==> config.mk <==
export PLATFORM = sky130hd
export DESIGN_NAME = rgbyuv_csc
export DESIGN_NICKNAME = d
export VERILOG_FILES = /design/src/rgbyuv_pkg.sv /design/src/rgbyuv_csc.sv
export SDC_FILE = /design/constraint.sdc
export NUM_CORES = 1
export LEC_CHECK = 0
export BUFFER_PORTS_ARGS = -buffer_cell sky130_fd_sc_hd__buf_4
export CORE_MARGIN = 3
export CORE_UTILIZATION = 50
export DETAILED_ROUTE_END_ITERATION = 10
export PLACE_DENSITY = 0.78
export SYNTH_ARGS = -nofsm -noshare
export SYNTH_HDL_FRONTEND = slang
export SYNTH_SLANG_ARGS = --single-unit
==> constraint.sdc <==
create_clock -name clk -period 6.4 [get_ports clk]
set_clock_uncertainty 0.1 [all_clocks]
set_input_delay 0.96 -clock clk [delete_from_list [all_inputs] [get_ports clk]]
set_output_delay 0.96 -clock clk [all_outputs]
set_load 0.01 [all_outputs]
==> src/rgbyuv_pkg.sv <==
// Shared constants, register codes and pipeline control types for the RGB to YUV 4:2:0 block.
package rgbyuv_pkg;

	// Field widths
	localparam int unsigned PIX_W  = 8;
	localparam int unsigned CFG_W  = 13;
	localparam int unsigned ROW_W  = 12;
	localparam int unsigned CPOS_W = 11;

	// Frame geometry limits and reset values
	localparam int unsigned HEIGHT_LIMIT = 4096;
	localparam int unsigned WIDTH_RST    = 640;
	localparam int unsigned HEIGHT_RST   = 480;

	// BT.601 coefficients in thousandths
	localparam int unsigned K_YR    = 299;
	localparam int unsigned K_YG    = 587;
	localparam int unsigned K_YB    = 114;
	localparam int unsigned K_UR    = 169;
	localparam int unsigned K_UG    = 331;
	localparam int unsigned K_HALF  = 500;
	localparam int unsigned K_VG    = 419;
	localparam int unsigned K_VB    = 81;
	localparam int unsigned K_SCALE = 1000;

	// Chroma offset level
	localparam int unsigned OFFSET_LEVEL = 128;

	// Configuration register indexes
	typedef logic [0:0] cfg_idx_t;
	localparam cfg_idx_t CFG_FRAME_WIDTH  = 1'b0;
	localparam cfg_idx_t CFG_FRAME_HEIGHT = 1'b1;

	// Per-pixel position flags carried down the pipeline
	typedef struct packed {
		logic              x_odd;
		logic              y_odd;
		logic              last_col;
		logic              last_row;
		logic              pad;
		logic              frame_end;
		logic [CPOS_W-1:0] col;
		logic [CPOS_W-1:0] row;
	} pix_ctrl_t;

endpackage

==> src/rgbyuv_csc.sv <==
// Two-stage fixed-point BT.601 color converter: per-pixel luma and unaveraged U and V.
module rgbyuv_csc #(
	parameter int unsigned COEF_FRAC_BITS = 16
) (
	input  logic                              clk,
	input  logic                              en_s2,
	input  logic                              en_s3,
	input  logic [rgbyuv_pkg::PIX_W-1:0]      red,
	input  logic [rgbyuv_pkg::PIX_W-1:0]      green,
	input  logic [rgbyuv_pkg::PIX_W-1:0]      blue,
	output logic [rgbyuv_pkg::PIX_W-1:0]      luma_s3,
	output logic [COEF_FRAC_BITS+7:0]         pix_u_s3,
	output logic [COEF_FRAC_BITS+7:0]         pix_v_s3
);
	import rgbyuv_pkg::*;

	localparam int unsigned F     = COEF_FRAC_BITS;
	localparam int unsigned PR_W  = F + 8;
	localparam int unsigned ACC_W = F + 10;
	localparam longint unsigned RND_K = K_SCALE / 2;

	// Coefficients rounded half up from thousandths
	localparam logic [F-1:0] C_YR = F'(((64'(K_YR) << F) + RND_K) / K_SCALE);
	localparam logic [F-1:0] C_YG = F'(((64'(K_YG) << F) + RND_K) / K_SCALE);
	localparam logic [F-1:0] C_YB = F'(((64'(K_YB) << F) + RND_K) / K_SCALE);
	localparam logic [F-1:0] C_UR = F'(((64'(K_UR) << F) + RND_K) / K_SCALE);
	localparam logic [F-1:0] C_UG = F'(((64'(K_UG) << F) + RND_K) / K_SCALE);
	localparam logic [F-1:0] C_HF = F'(((64'(K_HALF) << F) + RND_K) / K_SCALE);
	localparam logic [F-1:0] C_VG = F'(((64'(K_VG) << F) + RND_K) / K_SCALE);
	localparam logic [F-1:0] C_VB = F'(((64'(K_VB) << F) + RND_K) / K_SCALE);
	localparam logic [ACC_W-1:0] OFFSET = ACC_W'(OFFSET_LEVEL) << F;

	logic [PR_W-1:0] p_yr_s2, p_yg_s2, p_yb_s2;
	logic [PR_W-1:0] p_ub_s2, p_ur_s2, p_ug_s2;
	logic [PR_W-1:0] p_vr_s2, p_vg_s2, p_vb_s2;

	logic [ACC_W-1:0] luma_sum, luma_full;
	logic [ACC_W-1:0] base_u, neg_u, base_v, neg_v;
	logic [PR_W-1:0]  pu, pv;

	// Constant products
	always_ff @(posedge clk) begin
		if (en_s2) begin
			p_yr_s2 <= PR_W'(C_YR) * PR_W'(red);
			p_yg_s2 <= PR_W'(C_YG) * PR_W'(green);
			p_yb_s2 <= PR_W'(C_YB) * PR_W'(blue);
			p_ub_s2 <= PR_W'(C_HF) * PR_W'(blue);
			p_ur_s2 <= PR_W'(C_UR) * PR_W'(red);
			p_ug_s2 <= PR_W'(C_UG) * PR_W'(green);
			p_vr_s2 <= PR_W'(C_HF) * PR_W'(red);
			p_vg_s2 <= PR_W'(C_VG) * PR_W'(green);
			p_vb_s2 <= PR_W'(C_VB) * PR_W'(blue);
		end
	end

	// Sums, truncation and clamping
	always_comb begin
		luma_sum  = ACC_W'(p_yr_s2) + ACC_W'(p_yg_s2) + ACC_W'(p_yb_s2);
		luma_full = luma_sum >> F;
		base_u    = OFFSET + ACC_W'(p_ub_s2);
		neg_u     = ACC_W'(p_ur_s2) + ACC_W'(p_ug_s2);
		base_v    = OFFSET + ACC_W'(p_vr_s2);
		neg_v     = ACC_W'(p_vg_s2) + ACC_W'(p_vb_s2);
		pu        = (base_u > neg_u) ? PR_W'(base_u - neg_u) : '0;
		pv        = (base_v > neg_v) ? PR_W'(base_v - neg_v) : '0;
	end

	always_ff @(posedge clk) begin
		if (en_s3) begin
			luma_s3  <= (luma_full > ACC_W'(255)) ? 8'hFF : luma_full[PIX_W-1:0];
			pix_u_s3 <= pu;
			pix_v_s3 <= pv;
		end
	end

endmodule

; ---- Word level (Yosys, flattened, before mapping)
; Cells that the tools add are included.
[word_totals]
reg_bits = 220
in_bits = 27
[op_classes]
n_addsub = 8
n_mul = 7
order_cmp = 3
[op_table]
columns = cell, n
row1 = $mul 13x8->21 const A, 3
row2 = $add 24x23->25 const A, 2
row3 = $gt 25x24->1, 2
row4 = $sub 24x24->24, 2
row5 = $mul 15x8->23 const A, 2
row6 = $add 25x21->26, 1
row7 = $add 23x24->25, 1
row8 = $add 22x23->24, 1
row9 = $add 23x21->24, 1
row10 = $mul 12x8->20 const A, 1
row11 = $mul 11x8->19 const A, 1
row12 = $gt 10x8->1 const B, 1

; ---- Depth between registers and ports, before layout
; Gate-level depths: netlist (run 1).
[depth]
depth_word = 3
depth_mapped = 20
mapped_depth_nobuf = 19

; ---- Least setup slack after synthesis (run 1)
; Ideal clock, no wire load.
[synth_timing]
kind = input -> register
startpoint = in green[5] in the netlist's numbering
endpoint = reg p_ug_s2[22], data pin
setup_time_ns = 0.262
required_time_ns = 6.038
stages = 18
path_slack_ns = 1.167
arrival_ns = 4.871
n_path_buf = 0
cell_sequence = fa_1 > inv_1 > fa_1 > inv_1 > fa_1 > inv_1 > fa_1 > inv_1 > ha_1 > inv_1 > nor2_1 > o31a_1 > o41ai_1 > o21bai_1 > o21ai_0 > o21a_1 > a21oi_1 > xor2_1
[synth_between]
elab_chain_len = 1
[synth_rtl]
columns = item, line
row1 = "start, declared", rgbyuv_csc.sv:9  ; input logic [rgbyuv_pkg::PIX_W-1:0] green,
row2 = $mul 13x8->21, rgbyuv_csc.sv:49  ; p_ug_s2 <= PR_W'(C_UG) * PR_W'(green);
row3 = "end signal, assigned", rgbyuv_csc.sv:49
row4 = "end, declared", rgbyuv_csc.sv:34  ; logic [PR_W-1:0] p_ub_s2, p_ur_s2, p_ug_s2;
; Every way passes these cells.
; A chain may end at the register's enable or synchronous reset.

==> results.md, run 1 <==
- Number of global-route vias before repair: 14314
- Max-slew headroom: 0.3142
- Area grow syn2layout: 8.933%
- GRT overflow: 0
- Final hold viol count: 0
- Unrepaired setup endpoints after global routing: no
- Routability cong.: 0.8970
- Setup violators final: 0
- Top cell type's share of synthesized area: 0.2855
- CP Data Required Time: 6470 ps
- Pwr Total: between 10 and 15 mW
- #FFs+latches synth: 196
- CTS tree: yes
- Arrival time at the worst endpoint: 5490 ps
- Max-cap violations: 0
- Die ar.: 43710 sq um
- Crit share post-route: 0.8477
- Sink Count: 196
- Critical R2R Launch: p_vr_s2[15]
- Netlist cell types: 67
- Slew Limit Fails: 0
- Leakage: approximately 11 nW
- Largest net degree at the start of global routing: between 70 and 80
- Antenna violations before repair: 0
- Via Count: 14157
- Post-synth EDFFs: roughly 200
- Area of the core: about 40000 sq um
- Post-DRT Antenna Nets: 0
- Setup_tns: 0 ps
- Max rail drop VDD: 0.0002468 V
- CTS buffer count: 17
- Crit-path max FO: 21
- Power Dens Cells: around 520 nW/um^2
- Top cell type by total area after synthesis: edfxtp_1
- Post-synthesis sequential area ratio: 0.2855
- First-pass GRT wire length: 74350 um
- DRC errors left: 0
- Post-synth top cells: ha_1, inv_1, edfxtp_1
- Most common cell in the netlist: ha_1
- IO Pins: 83
- Hold WC Path Type: input pin to flop
- Setup crit end kind: flop
- Drt initial violations: approximately 850
- Synthesized instance count: 1952
- Resized Gates After CTS: 0
- Hold path start: red[3]
- Status: completed
- CTS Buffer Depth: 2
- Synth warn: 0
- Netlist Area Pre-Place: around 21000 sq um
- DR WL/cell: around 18 um
- Synth top area cells: edfxtp_1, ha_1, fa_1
- DIE WIDTH: 209.1 um
- Half-perimeter wire length after placement: 37890 um
- Worst-Margin Slew: ~1000 ps
- N_diodes: 0
- Top_reg_cell synth: edfxtp_1
- Tot GR Track Use: 0.2133
- Post-CTS Repair Setup Buffers: 0
- Final min period: approximately 5400 ps
- Initial Utilization: 0.5130
- Top achievable clock speed: 184.3 MHz
- Worst-Skew Late Latency: 450 ps
- PortBufs: 78
- Hold_buf cts: 0
- Die height: 209.1 um
- Async set or reset register ratio after synthesis: 0
- Critical path class: flop to flop
- Detailed Route WL: 45590 um
- Via density: ~5.5
- Synthesized area per cell: 10.56 sq um
- Clock Pin Slew Worst Setup and Hold Paths: about 80 ps
- Worst Setup SP: p_vr_s2[15]
- Clk root buf: clkbuf_16
- Critical Path Start Type: flop
- H-tree depth: 4
- Row count: 73
- DR pass1 iterations: 5
- Nets: 2616
- Layout cells sized above 1: 0.06702
path summary, 6_finish.rpt:
path	to	slack, ps	cells after the start
setup reg to reg	pix_u_s3[8]	970	17
hold reg to reg	luma_s3[7]	710	3
hold / removal	p_vr_s2[18]	670	1
setup / recovery	pix_u_s3[8]	970	17
sequential cells by signal (all words and copies together), names as in the netlist:
| register | cells |
|---|---|
| p_vb_s2 | 19 |
| p_yr_s2 | 22 |
| p_ur_s2 | 16 |
| pix_u_s3 | 22 |
| p_ug_s2 | 20 |
| p_vr_s2 | 8 |
| p_yg_s2 | 21 |
| p_ub_s2 | 7 |
| p_yb_s2 | 10 |
| pix_v_s3 | 22 |
| p_vg_s2 | 21 |
| luma_s3 | 8 |
layout make-up:
| class | count | area [sq um] |
|---|---|---|
| clock buffers | 17 | 425.4 |
| clock inverters | 15 | 188.9 |
| multi-input cells | 1428 | 13470 |
| repair buffers | 84 | 634.4 |
| flip-flops and latches | 196 | 5886 |
| fillers | 3420 | 17730 |
| inverters | 319 | 1197 |
| well taps | 525 | 656.9 |
per-stage QoR:
stage               cell area [sq um]  hold slack, ps  setup WS [ps]  utilization  std cells
global placement                21850           672.8          702.5       0.5436       2552
finish                          22460           666.4          974.5       0.5589       2584
global route                    22460           665.0          619.4       0.5589       2584
detailed placement              21850           659.1          645.2       0.5436       2552
floorplan                       20630           589.4           1167            -       1955
CTS                             22460           648.6          981.9       0.5589       2584
cell usage in the layout, fill, tap and decap left out, types with 49 or more instances in the layout:
cell      instances
o21ai_0          52
edfxtp_1        196
inv_1           319
xnor2_1         118
xor2_1           49
fa_1            145
a21oi_1         116
buf_4            83
ha_1            398
nor2_1          106
nand2_1          69
kinds of logic (layout without fill, tap and decap cells):
kind of cell	count (synthesis)	in the layout	synth area share
flip-flops	196	196	0.2855
multiplexers	4	4	0.001942
AO/OA/AOI/OAI	368	368	0.1171
XOR/XNOR	167	167	0.07094
AND/OR/NAND/NOR	342	342	0.08040
other	1	4	0.0001819
buffers and inverters	331	435	0.06171
adder cells (fa/ha/maj)	543	543	0.3823
worst max-delay path, cell delays in order (launching register included):
cell and delay (ps):
edfxtp_1 520, ha_1 290, fa_1 430, a211oi_2 420, o211ai_2 190, a311oi_1 420, nor3_1 170, o31a_1 280
o41a_1 310, a21oi_1 230, xor2_1 230, ha_1 300, and4_1 220, and2_1 160, a221o_1 340, a211oi_2 180
buf_4 260, nor3_1 80
power by group:
group	leakage [nW]	total (mW)	internal (mW)	switching, mW
clock	0.298	1.12	0.594	0.524
combinational	8.49	7.94	3.52	4.42
sequential	1.92	2.65	2.36	0.288
routing by layer:
metal,vias up,global-route usage,routed length [um]
li1,7030,-,-
met1,6748,0.2886,20550
met2,326,0.3630,21910
met3,53,0.02192,1799
met4,0,0.06651,1326
met5,-,0,0
Note: power is estimated with default switching activity, not from simulation.
==> run 2: changes to the inputs <==
--- a/config.mk
+++ b/config.mk
@@ -9,7 +9,7 @@
 export CORE_MARGIN = 3
 export CORE_UTILIZATION = 50
 export DETAILED_ROUTE_END_ITERATION = 10
-export PLACE_DENSITY = 0.78
+export PLACE_DENSITY = 0.8
 export SYNTH_ARGS = -nofsm -noshare
 export SYNTH_HDL_FRONTEND = slang
 export SYNTH_SLANG_ARGS = --single-unit
==> constraint.sdc (replaced) <==
create_clock -name clk -period 4.4 [get_ports clk]
set_clock_uncertainty 0.1 [all_clocks]
set_input_delay 0.66 -clock clk [delete_from_list [all_inputs] [get_ports clk]]
set_output_delay 0.66 -clock clk [all_outputs]
set_load 0.01 [all_outputs]
==> run 2 against run 1 <==
Net effect: the run now ends with negative setup slack left; cell count rose by 13%; first-iteration DRC count up 5.3%; fmax grew 14%; count of clock-buffer cells in the layout is the same; die area stayed put; sequential share of layout area is 3.4 points lower; non-clock buffer count is 343 higher; total power is 76% higher; cell area up 15%; via count rose by 12%; largest cell class unchanged; highest routed layer unchanged.
==> results.md, run 2 (synthesis gave the netlist of run 1 again) <==
- PnR worst setup slack: -352.2 ps
- Hold WC Path Type: input pin to flop
- Half-perimeter wire length after placement: roughly 43000 um
- Hold Path Depth: 1
- Drt initial violations: roughly 900
- N_diodes: 0
- Setup crit end kind: flop
- Setup violators final: 30
- DRC errors left: 0
- Power Dens Cells: 797.1 nW/um^2
- Status: finished, violations left
- Arrival time at the worst endpoint: 4870 ps
- Initial Utilization: 0.5130
- Hold path start: green[0]
- Critical Path Start Type: flop
- Endpoint of the worst-slack reg-to-reg timing path: pix_u_s3[16]
- Most frequent cells in the layout: buf_4, ha_1, inv_1, edfxtp_1, fa_1
- Clk root buf: clkbuf_16
- IO Pins: 83
- Row count: 73
- Largest net degree at the start of global routing: 80
- Routability cong.: 0.9689
- GRT overflow: 0
- Area of the core: 40190 sq um
- DR pass1 iterations: 5
- Worst-Margin Slew: ~740 ps
- Area grow syn2layout: 25.07%
- Detailed Route WL: 52210 um
- DR WL/cell: about 18 um
- Number of global-route vias before repair: 16445
- CTS buffer count: 17
- DIE WIDTH: 209.1 um
- CP Data Required Time: around 4500 ps
- Final core utilization: 0.6417
- Tot GR Track Use: 0.2376
- Clock Pin Slew Worst Setup and Hold Paths: 80 ps
- Max-cap violations: 0
- Leakage: 12.47 nW
- PortBufs: 78
- Placement Cell Area: 24210 sq um
- Crit share post-route: 1.080
- CTS Buffer Depth: 2
- Via density: 5.422
- Nets: about 3000
- Crit-path max FO: 21
- Largest registers: p_yr_s2 x22, pix_u_s3 x22, pix_v_s3 x22
- Reg2Reg Setup Slack: -350 ps
- Unrepaired setup endpoints after global routing: yes
- Critical R2R Launch: p_vr_s2[15]
- Slew Limit Fails: 0
- Max rail drop VDD: 0.0005942 V
- Commonest non-fill, non-tap cell in the layout: buf_4
- Die height: approximately 210 um
- Top achievable clock speed: 210.4 MHz
- Hold_buf cts: 0
- Worst r2r path cells: 17
- Hold EP: p_vg_s2[2]
- Critical path class: flop to flop
- Via Count: 15870
- Sink Count: 196
- Die ar.: between 40000 and 50000 sq um
- Final hold viol count: 0
- Layout cells sized above 1: 0.2435
- First-pass GRT wire length: 82910 um
- Max-slew headroom: 0.5084
- H-tree depth: 4
- Worst-Skew Late Latency: between 400 and 500 ps
- Violated checks: negative setup slack
- Post-DRT Antenna Nets: 0
- Design area: 25790 sq um
- Antenna violations before repair: 0
- CTS tree: yes
- Final min period: 4752 ps
## run 2: area by class of cell
class | count | area [sq um]
clock buffer | 17 | 425.4
clock inverter | 15 | 158.9
fill | 3023 | 14400
inverter | 319 | 1197
multi-input combinational | 1428 | 14150
sequential | 196 | 5886
tap | 525 | 656.9
timing repair buffer | 427 | 3309
## run 2: power by group
group | internal [mW] | switching (mW) | total, mW
Combinational | 7.40 | 7.78 | 15.2
Clock | 0.759 | 0.796 | 1.56
Sequential | 3.43 | 0.394 | 3.82
Total | 11.6 | 8.97 | 20.6
## run 2: routing by layer
metal  up-vias  GRT usage  wire length [um]
li1       7682          -                 -
met5         -          0                 0
met4         0    0.08868              2049
met3        94    0.03693              2284
met2       392     0.4101             25490
met1      7702     0.3020             22380
## run 2: critical path: stages (launching register included)
cell      delay [ps]
edfxtp_1         410
ha_2             210
fa_2             370
a211oi_4         280
o211ai_2         140
a311oi_2         340
nor3_2            90
o31a_1           270
o41a_1           330
a21oi_2          220
xor2_1           200
ha_1             270
and4_1           210
and2_4           160
a221o_1          360
a211oi_4         270
buf_12           190
nor2_1            60
## run 2: worst max-delay path by stage
stage,startpoint,end
global route,p_vr_s2[15],pix_u_s3[8]
floorplan,blue[7],p_vb_s2[20]
global placement,blue[7],p_vb_s2[20]
detailed placement,blue[7],p_yb_s2[19]
finish,p_vr_s2[15],pix_u_s3[16]
CTS,p_vr_s2[15],pix_u_s3[8]
## run 2: per-stage QoR
stage                     setup slack (ps)  hold slack [ps]  cells  total power [mW]  setup TNS (ps)
after floorplan                     -227.2            589.4   1955             12.76           -3987
after global placement              -666.2            641.9   2837             16.73          -20940
after detailed placement            -752.7            639.7   2837             17.14          -25100
after CTS                           -338.6            306.2   2906             19.48           -7300
after global routing                -516.5            308.0   2927             22.28          -15950
final                               -352.2            328.8   2927             20.56           -8222
## run 2: repair_timing
action                     4_1_cts  5_1_grt
setup endpoints to repair       55       69
resized for setup               34       93
pin swaps                       46       65
hold endpoints to repair         0        0
gates cloned                     1        1
setup buffers                   37       22
==> run 3: changes to the inputs <==
--- a/config.mk
+++ b/config.mk
@@ -6,10 +6,9 @@
 export NUM_CORES = 1
 export LEC_CHECK = 0
 export BUFFER_PORTS_ARGS = -buffer_cell sky130_fd_sc_hd__buf_4
-export CORE_MARGIN = 3
 export CORE_UTILIZATION = 50
 export DETAILED_ROUTE_END_ITERATION = 10
-export PLACE_DENSITY = 0.8
+export PLACE_DENSITY = 0.78
 export SYNTH_ARGS = -nofsm -noshare
 export SYNTH_HDL_FRONTEND = slang
 export SYNTH_SLANG_ARGS = --single-unit
==> constraint.sdc (replaced) <==
create_clock -name clk -period 5.05 [get_ports clk]
set_clock_uncertainty 0.1 [all_clocks]
set_input_delay 1.01 -clock clk [delete_from_list [all_inputs] [get_ports clk]]
set_output_delay 1.01 -clock clk [all_outputs]
set_load 0.01 [all_outputs]
==> run 3 against run 2 <==
Net effect: the run now ends clean; clock power is 11% lower; cell area shrank 6.8%; combinational power shrank 26%; register-to-register slack better by 420 ps; non-clock buffer count is 174 lower; via count decreased by 5.2%; critical path depth increased by 1; first-iteration DRC count up 3.1%; die area down 3.8%; cell count fell by 5.7%.
==> results.md, run 3 (synthesis gave the netlist of run 1 again) <==
- Status: completed
- Crit-path max FO: 5
- Layout cells sized above 1: 0.1571
- First-pass GRT wire length: around 80000 um
- Number of global-route vias before repair: 15460
- Crit share post-route: 0.9856
- CTS tree: yes
- Largest net degree at the start of global routing: 109
- Area grow syn2layout: 16.60%
- Via Count: between 15000 and 20000
- Area of the core: 40740 sq um
- Worst-Margin Slew: 1018 ps
- N_diodes: 0
- Routability cong.: 0.9462
- Nets: 2785
- Setup violators final: 0
- CP Data Required Time: between 5000 and 6000 ps
- Max rail drop VDD: 0.0004111 V
- Leakage: 11.58 nW
- Drt initial violations: a little over 900
- Unrepaired setup endpoints after global routing: yes
- Clock Pin Slew Worst Setup and Hold Paths: 70 ps
- Half-perimeter wire length after placement: 40510 um
- Most frequent cells in the layout: ha_1, inv_1, buf_4, edfxtp_1, fa_1
- Setup_tns: 0 ps
- Largest registers: p_yr_s2 x22, pix_u_s3 x22, pix_v_s3 x22
- Tot GR Track Use: 0.2458
- H-tree depth: 4
- Detailed Route WL: 49190 um
- Row count: 74
- DIE WIDTH: 205.1 um
- Critical path class: flop to flop
- Sink Count: 196
- Commonest non-fill, non-tap cell in the layout: ha_1
- Die ar.: between 40000 and 50000 sq um
- Design area: 24040 sq um
- Hold path start: green[1]
- CTS buffer count: 17
- Setup crit end kind: flop
- Placement Cell Area: 23100 sq um
- Arrival time at the worst endpoint: 5090 ps
- Slew Limit Fails: 0
- Hold WC Path Type: input pin to flop
- Initial Utilization: 0.5061
- DR pass1 iterations: 5
- Max-cap violations: 0
- Final hold viol count: 0
- GRT overflow: 0
- Final min period: 4977 ps
- Die height: 205.1 um
- Worst Setup SP: p_vg_s2[2]
- DRC errors left: 0
- Hold_buf cts: 0
- Clk root buf: clkbuf_16
- Top achievable clock speed: ~200 MHz
- Post-DRT Antenna Nets: 0
- Critical Path Start Type: flop
- CTS Buffer Depth: 2
- Power Dens Cells: 666.3 nW/um^2
- DR WL/cell: 17.82 um
- IO Pins: 83
- PortBufs: 78
- Max-slew headroom: 0.3214
- Antenna violations before repair: 0
- Critical R2R Launch: p_vg_s2[2]
- Via density: 5.453
- Worst-Skew Late Latency: 470 ps
## run 3: timing repair
item                                    CTS  global route
cloned                                    0             3
gates resized for setup                   2            50
endpoints found under the setup margin   22            56
pin swaps                                 1            20
setup buffers                             0             9
## run 3: path summary, 6_finish.rpt
| kind | cells after the start | to | slack, ps |
|---|---|---|---|
| max | 18 | pix_u_s3[5] | 70 |
| max reg2reg | 18 | pix_u_s3[5] | 70 |
| min reg2reg | 3 | pix_u_s3[2] | 700 |
| min | 1 | p_vg_s2[3] | 700 |
## run 3: layout make-up
type	instances	area (sq um)
tap	532	665.6
timing repair buffer	253	1971
fill	3414	16700
sequential	196	5886
multi-input combinational	1428	13730
inverter	319	1197
clock inverter	15	168.9
clock buffer	17	425.4
## run 3: critical path, cell delays in order, from the launching register on
cell and delay (ps):
edfxtp_1 440, ha_2 230, fa_2 380, a211oi_4 270
o211ai_2 150, a311oi_2 380, nor3_2 90, o31a_1 280
o41a_1 330, a21oi_2 200, xor2_1 220, ha_1 280
and4_1 220, and2_4 160, a221o_1 370, a211oi_4 260
buf_6 170, clkbuf_16 170, nor2_4 30
## run 3: per-layer routing
metal  wire length (um)  track usage
met1              21290       0.3092
met2              24920       0.4364
met3               1504      0.02625
met4               1478      0.08466
met5                  0            0
## run 3: metrics by stage
| step | total power, mW | util | hold slack (ps) | cells | worst slack (ps) |
|---|---|---|---|---|---|
| after global routing | 17.56 | 0.5901 | 695.1 | 2760 | -96.64 |
| after detailed placement | 14.03 | 0.5670 | 656.4 | 2716 | -484.4 |
| final | 16.02 | 0.5901 | 697.1 | 2760 | 72.61 |
| after CTS | 15.56 | 0.5819 | 689.2 | 2748 | 17.79 |
| after global placement | 13.65 | 0.5670 | 655.8 | 2716 | -341.0 |
| after floorplan | 10.98 | - | 589.4 | 1955 | 1.390 |
## run 3: power by group
group	switching [mW]	total, mW	internal (mW)
Sequential	0.364	3.35	2.99
Combinational	6.05	11.3	5.23
Clock	0.685	1.39	0.703
